--- src/hdl/epvt_pkg.sv ---
// Shared constants, state encoding and controller/datapath interface types.
`default_nettype none
package epvt_pkg;

    localparam int POOL_SLOTS_DEF = 8;
    localparam int MAX_OPS_DEF    = 256;
    localparam int MAX_ALTS_DEF   = 8;

    localparam int ALT_W       = 3;
    localparam int OP_W        = 8;
    localparam int SPAN_W      = 16;
    localparam int SLOT_OUT_W  = 3;
    localparam int OPS_CFG_W   = 9;
    localparam int CAP_CFG_W   = 4;
    localparam int CFG_IDX_W   = 2;
    localparam int CFG_DATA_W  = 9;
    localparam int S_TDATA_W   = 32;
    localparam int M_TDATA_W   = 32;

    localparam logic [SPAN_W-1:0] SPAN_NONE = 16'hFFFF;

    localparam logic [OPS_CFG_W-1:0] OPS_RESET = 9'd256;
    localparam logic [CAP_CFG_W-1:0] CAP_RESET = 4'd8;

    localparam logic [CFG_IDX_W-1:0] REG_OPS_IN_USE    = 2'd0;
    localparam logic [CFG_IDX_W-1:0] REG_POOL_CAPACITY = 2'd1;

    localparam logic KIND_ELEMENT = 1'b0;
    localparam logic KIND_QUERY   = 1'b1;

    typedef enum logic [3:0] {
        ST_IDLE,
        ST_E_RD,
        ST_E_CMP,
        ST_DECIDE,
        ST_SCAN_RD,
        ST_SCAN_CMP,
        ST_REPL,
        ST_COPY_RD,
        ST_COPY_WR,
        ST_Q_RD,
        ST_Q_CNT,
        ST_OUT
    } state_t;

    typedef struct packed {
        logic load_item;
        logic elem_upd;
        logic decide;
        logic scan_cmp;
        logic repl;
        logic copy_wr;
        logic vote_cnt;
        logic out_load;
    } cmd_t;

    typedef struct packed {
        logic last;
        logic len_err;
        logic dup;
        logic has_free;
        logic scan_done;
        logic span_better;
        logic copy_done;
        logic out_free;
    } status_t;

endpackage
`default_nettype wire

--- src/hdl/epvt_ctrl.sv ---
// Sequencing state machine for element, commit, copy and query transactions.
`default_nettype none
module epvt_ctrl (
    input  wire logic              aclk,
    input  wire logic              aresetn,
    input  wire logic              s_tvalid,
    input  wire logic              s_tuser,
    output logic                   s_tready,
    input  wire epvt_pkg::status_t status,
    output epvt_pkg::cmd_t         cmd
);

    epvt_pkg::state_t state_reg;
    epvt_pkg::state_t state_next;

    always_ff @(posedge aclk) begin
        if (!aresetn) begin
            state_reg <= epvt_pkg::ST_IDLE;
        end else begin
            state_reg <= state_next;
        end
    end

    always_comb begin
        state_next = state_reg;
        unique case (state_reg)
            epvt_pkg::ST_IDLE: begin
                if (s_tvalid) begin
                    state_next = (s_tuser == epvt_pkg::KIND_QUERY) ?
                                 epvt_pkg::ST_Q_RD : epvt_pkg::ST_E_RD;
                end
            end
            epvt_pkg::ST_E_RD:  state_next = epvt_pkg::ST_E_CMP;
            epvt_pkg::ST_E_CMP: begin
                state_next = status.last ? epvt_pkg::ST_DECIDE : epvt_pkg::ST_IDLE;
            end
            epvt_pkg::ST_DECIDE: begin
                if (status.len_err || status.dup) begin
                    state_next = epvt_pkg::ST_OUT;
                end else if (status.has_free) begin
                    state_next = epvt_pkg::ST_COPY_RD;
                end else begin
                    state_next = epvt_pkg::ST_SCAN_RD;
                end
            end
            epvt_pkg::ST_SCAN_RD:  state_next = epvt_pkg::ST_SCAN_CMP;
            epvt_pkg::ST_SCAN_CMP: begin
                state_next = status.scan_done ? epvt_pkg::ST_REPL : epvt_pkg::ST_SCAN_RD;
            end
            epvt_pkg::ST_REPL: begin
                state_next = status.span_better ? epvt_pkg::ST_COPY_RD : epvt_pkg::ST_OUT;
            end
            epvt_pkg::ST_COPY_RD: state_next = epvt_pkg::ST_COPY_WR;
            epvt_pkg::ST_COPY_WR: begin
                state_next = status.copy_done ? epvt_pkg::ST_OUT : epvt_pkg::ST_COPY_RD;
            end
            epvt_pkg::ST_Q_RD:  state_next = epvt_pkg::ST_Q_CNT;
            epvt_pkg::ST_Q_CNT: state_next = epvt_pkg::ST_OUT;
            epvt_pkg::ST_OUT: begin
                if (status.out_free) begin
                    state_next = epvt_pkg::ST_IDLE;
                end
            end
            default: state_next = epvt_pkg::ST_IDLE;
        endcase
    end

    always_comb begin
        s_tready      = (state_reg == epvt_pkg::ST_IDLE);
        cmd           = '0;
        cmd.load_item = (state_reg == epvt_pkg::ST_IDLE) && s_tvalid;
        cmd.elem_upd  = (state_reg == epvt_pkg::ST_E_CMP);
        cmd.decide    = (state_reg == epvt_pkg::ST_DECIDE);
        cmd.scan_cmp  = (state_reg == epvt_pkg::ST_SCAN_CMP);
        cmd.repl      = (state_reg == epvt_pkg::ST_REPL);
        cmd.copy_wr   = (state_reg == epvt_pkg::ST_COPY_WR);
        cmd.vote_cnt  = (state_reg == epvt_pkg::ST_Q_CNT);
        cmd.out_load  = (state_reg == epvt_pkg::ST_OUT) && status.out_free;
    end

endmodule
`default_nettype wire

--- config.mk ---
export PLATFORM = sky130hd
export DESIGN_NAME = epvt_ctrl
export DESIGN_NICKNAME = d
export VERILOG_FILES = /design/src/hdl/epvt_pkg.sv /design/src/hdl/epvt_ctrl.sv
export SDC_FILE = /design/constraint.sdc
export NUM_CORES = 1
export LEC_CHECK = 0
export ABC_AREA = 1
export BUFFER_PORTS_ARGS = -buffer_cell sky130_fd_sc_hd__buf_2
export CORE_AREA = 2 2 39 41
export DETAILED_ROUTE_END_ITERATION = 8
export DIE_AREA = 0 0 41 43
export PLACE_DENSITY = 0.61
export SLEW_MARGIN = 40
export SYNTH_ARGS = -nofsm -noshare
export SYNTH_HDL_FRONTEND = slang
export SYNTH_SLANG_ARGS = --single-unit
--- constraint.sdc ---
create_clock -name aclk -period 1.5 [get_ports aclk]
set_input_delay 0.225 -clock aclk [delete_from_list [all_inputs] [get_ports aclk]]
set_output_delay 0.225 -clock aclk [all_outputs]
set_load 0.005 [all_outputs]
==> results.md <==
- Hold timing on the final database bottoms out at a slack of 0.1964 ns.
- The violation count after the first detailed-routing iteration is 18.
- Of all nets on the critical path, the largest fanout is 5.
- The pin count of the biggest net entering global routing is 7.
- The analysis attributes to cell leakage a power of 0.3382 nW.
- The wire length of the first global-routing pass is 1.800 mm.
- The startpoint identified for the worst hold timing path is aresetn.
- The clock buffer count from CTS is 3.
- Counting flops and latches in the post-synthesis netlist gives 4.
- The arrival time at the worst endpoint is 1.15 ns.
- Adding up every negative setup slack in the final design gives 0 ns.
- Detailed placement finished with a half-perimeter wire length of 891.3 um.
- The number of synthesis warnings is 0.
- The sort of element at the end of the critical path is a primary output.
- The flip-flop count of the largest register after layout is 4.
- In this run the critical register-to-register path is captured at state_reg[3]$_SDFFE_PN0P_.
- The count of endpoints failing hold in the final timing report came to 0.
- The placer's final routability congestion estimate is 0.8585.
- The number of diodes is 0.
- After synthesis the cells add up to 407.9 sq um.
- The run finished with clean final reports.
- On the final layout, the worst clock skew is 0.005037 ns.
- The via count is 509.
- The number of routed nets with antenna violations is 0.
- In the final routed layout, each cell accounts on average for 9.333 um.
- In this run the critical register-to-register path is launched from state_reg[1]$_SDFFE_PN0P_.
- The post-synthesis cell count is 75.
- OpenSTA, run right after detailed placement, puts the worst setup slack at 0.2782 ns.
- The highest layer touched by signal routing is met4.
- The average instance area after synthesis is 5.439 sq um.
- The detailed-routing iteration count for the pre-antenna-repair pass is 4.
- The clock tree from TritonCTS is built.
- The detailed route wirelength on metal3 is 82 um.
- The power per cell area is 1561 nW/um^2.
- The type of element launching the critical path is a flop.
- Clock-pin slew was measured on the worst setup and hold paths at 0.03 ns.
- The floorplan die width is 41 um.
- CTS saw 4 sinks.
- Registers take 80.08 sq um.
- The portion of the clock cycle consumed by the worst path in the final layout is 91.52%.
- The path class of the tightest hold or removal check is in -> reg.
- The total number of placement rows is 14.
- The initial antenna violation count was 0.
- The floorplan step defined a core boundary enclosing 1384 sq um.
- The hold buffer count at cts is 0.
- At the end of the flow, the number of nets in the layout was 112.
- The number of cells traversed by the worst hold path is 3.
- CTS built an H-tree with a depth of 1.
- The synthesis-to-finish area growth is 36.20%.
- The die area is 1763 sq um.
- The worst voltage drop across the vdd grid is 748.8 uV.
- The depth of the worst register-to-register path is 7.
- The initial standard-cell utilization of the core is 29.48%.
- The maximum buffer depth of the clock tree is 2.
- After layout, the worst setup slack is 0.1272 ns.
- The slew at the pin closest to its max-slew limit is 0.2961 ns.
- In this run the tool buffered the top-level ports with 20 buffer cells.
- The number of fill cells in the layout is 164.
- In this run, distinct cell masters in the synthesized netlist total 18.
- The category of the critical setup timing path is reg -> out.
- The routed metal-1 wire length is 473 um.
- The net count of the mapped netlist is 87.
- The final layout contains routed wiring with a total length of 1.064 mm.
- After global routing the overflow that remains totals 0.
- For flop-to-flop paths, the worst setup slack is 0.28 ns.
- For this run, the top clock speed supported by timing is 728.4 MHz.
- The multi-input combinational cell area is 272.8 sq um.
- The share of the Yosys chip area taken by registers is 19.63%.
- The via count of the first global-routing pass is 464.
- After detailed routing, the number of remaining DRC violations is 0.
- The count of maximum capacitance violations is 0.
- The total routing resource utilization after global routing is 14.66%.
- The final-report max-slew violation count is 0.
- The cell sitting at the root of the clock tree is a sky130_fd_sc_hd__clkbuf_4.
- Setup violations remaining at the end of the flow were counted as 0.
- 21 I/O pins were placed.
- The minimum clock period after layout is 1.373 ns.
- The destination of the worst hold path is state_reg[1]$_SDFFE_PN0P_.
- In the routed layout, each cell is associated on average with a via count of 4.465.
- The clock latency reported for the late side of the worst-skew pair is 0.23 ns.
- In the final layout, the share of cells above drive strength 1 is 34.69%.
- The die is 43 um tall.
- The tightest slew margin relative to the limit is 80.23%.
- The detailed route wirelength on metal2 is 493 um.
- The data required time of the worst path is 1.27 ns.
- Setup repair after global routing left no endpoint under its margin.
## timing repair
action,in CTS,in global routing
buffers inserted,0,0
gates resized for setup,0,1
setup endpoints to repair,0,1
## where the power goes
part	switching [mW]	total (mW)	internal (mW)
combinational	0.337	0.538	0.201
sequential	0.0530	0.197	0.144
clock	0.0429	0.132	0.0894
## final cells by class
cell class	count	area share (%)
Clock buffer	3	4.054
Timing Repair Buffer	20	18.02
Multi-Input combinational cell	55	49.10
Inverter	16	10.81
Sequential cell	4	14.41
Tap cell	16	3.604
## cells in the final DEF (no fill, tap or decap), drive strengths merged
| master | synthesis | final |
|---|---|---|
| buf | 0 | 20 |
| nor3 | 4 | 4 |
| nand4 | 3 | 3 |
| nand3 | 4 | 4 |
| clkbuf | 0 | 3 |
| nor2 | 15 | 15 |
| nand2 | 24 | 24 |
| o22ai | 1 | 1 |
| a21oi | 2 | 2 |
| o21ai | 2 | 2 |
| inv | 16 | 16 |
| dfxtp | 4 | 4 |
## per-layer routing
metal  up-vias  GRT usage, %
met5         -             0
met4         0         6.667
met3         4         6.283
met2        21         19.06
met1       207         20.26
li1        277             -
## worst max-delay path by stage
stage / startpoint / to / slack (ns) / cells after the start
6_report: state_reg[2]$_SDFFE_PN0P_ / cmd[7] / 0.13 / 4
5_1_grt: state_reg[3]$_SDFFE_PN0P_ / cmd[2] / 0.03 / 5
4_1_cts: state_reg[3]$_SDFFE_PN0P_ / cmd[2] / 0.09 / 5
3_5_place_dp: state_reg[1]$_SDFFE_PN0P_ / state_reg[3]$_SDFFE_PN0P_ / 0.28 / 7
3_3_place_gp: state_reg[1]$_SDFFE_PN0P_ / state_reg[3]$_SDFFE_PN0P_ / 0.26 / 7
2_1_floorplan: state_reg[1]$_SDFFE_PN0P_ / state_reg[3]$_SDFFE_PN0P_ / 0.43 / 7
## logic make-up (layout without fill, tap and decap cells)
family	count (synthesis)	after routing	synth area share [%]
buffers and inverters	16	39	14.72
flip-flops	4	4	19.63
AND/OR/NAND/NOR	50	50	58.28
AO/OA/AOI/OAI	5	5	7.360
## metrics by stage
stage	util (%)	total power, mW	cells	instance area, sq um
finish	40.14	0.8672	114	555.5
global route	40.14	0.9675	114	555.5
CTS	39.78	0.8664	114	550.5
detailed placement	38.16	0.7267	111	528.0
global placement	38.16	0.7316	111	528.0
floorplan	-	0.5744	75	407.9
## worst max-delay path: stages, from the launching register on
cell and delay (ns):
sky130_fd_sc_hd__dfxtp_1 0.38, sky130_fd_sc_hd__nor2_2 0.21, sky130_fd_sc_hd__nand2_2 0.12, sky130_fd_sc_hd__nor2_1 0.09, sky130_fd_sc_hd__buf_2 0.11
## synthesized netlist by cell type, drive strengths merged
cell type,count,share of area [%]
nand3,4,6.1
dfxtp,4,20
nor3,4,4.9
nand2,24,26
o22ai,1,1.5
nor2,15,17
a21oi,2,3.4
nand4,3,4.6
o21ai,2,2.5
inv,16,15
Note: power is estimated with default switching activity, not from simulation.
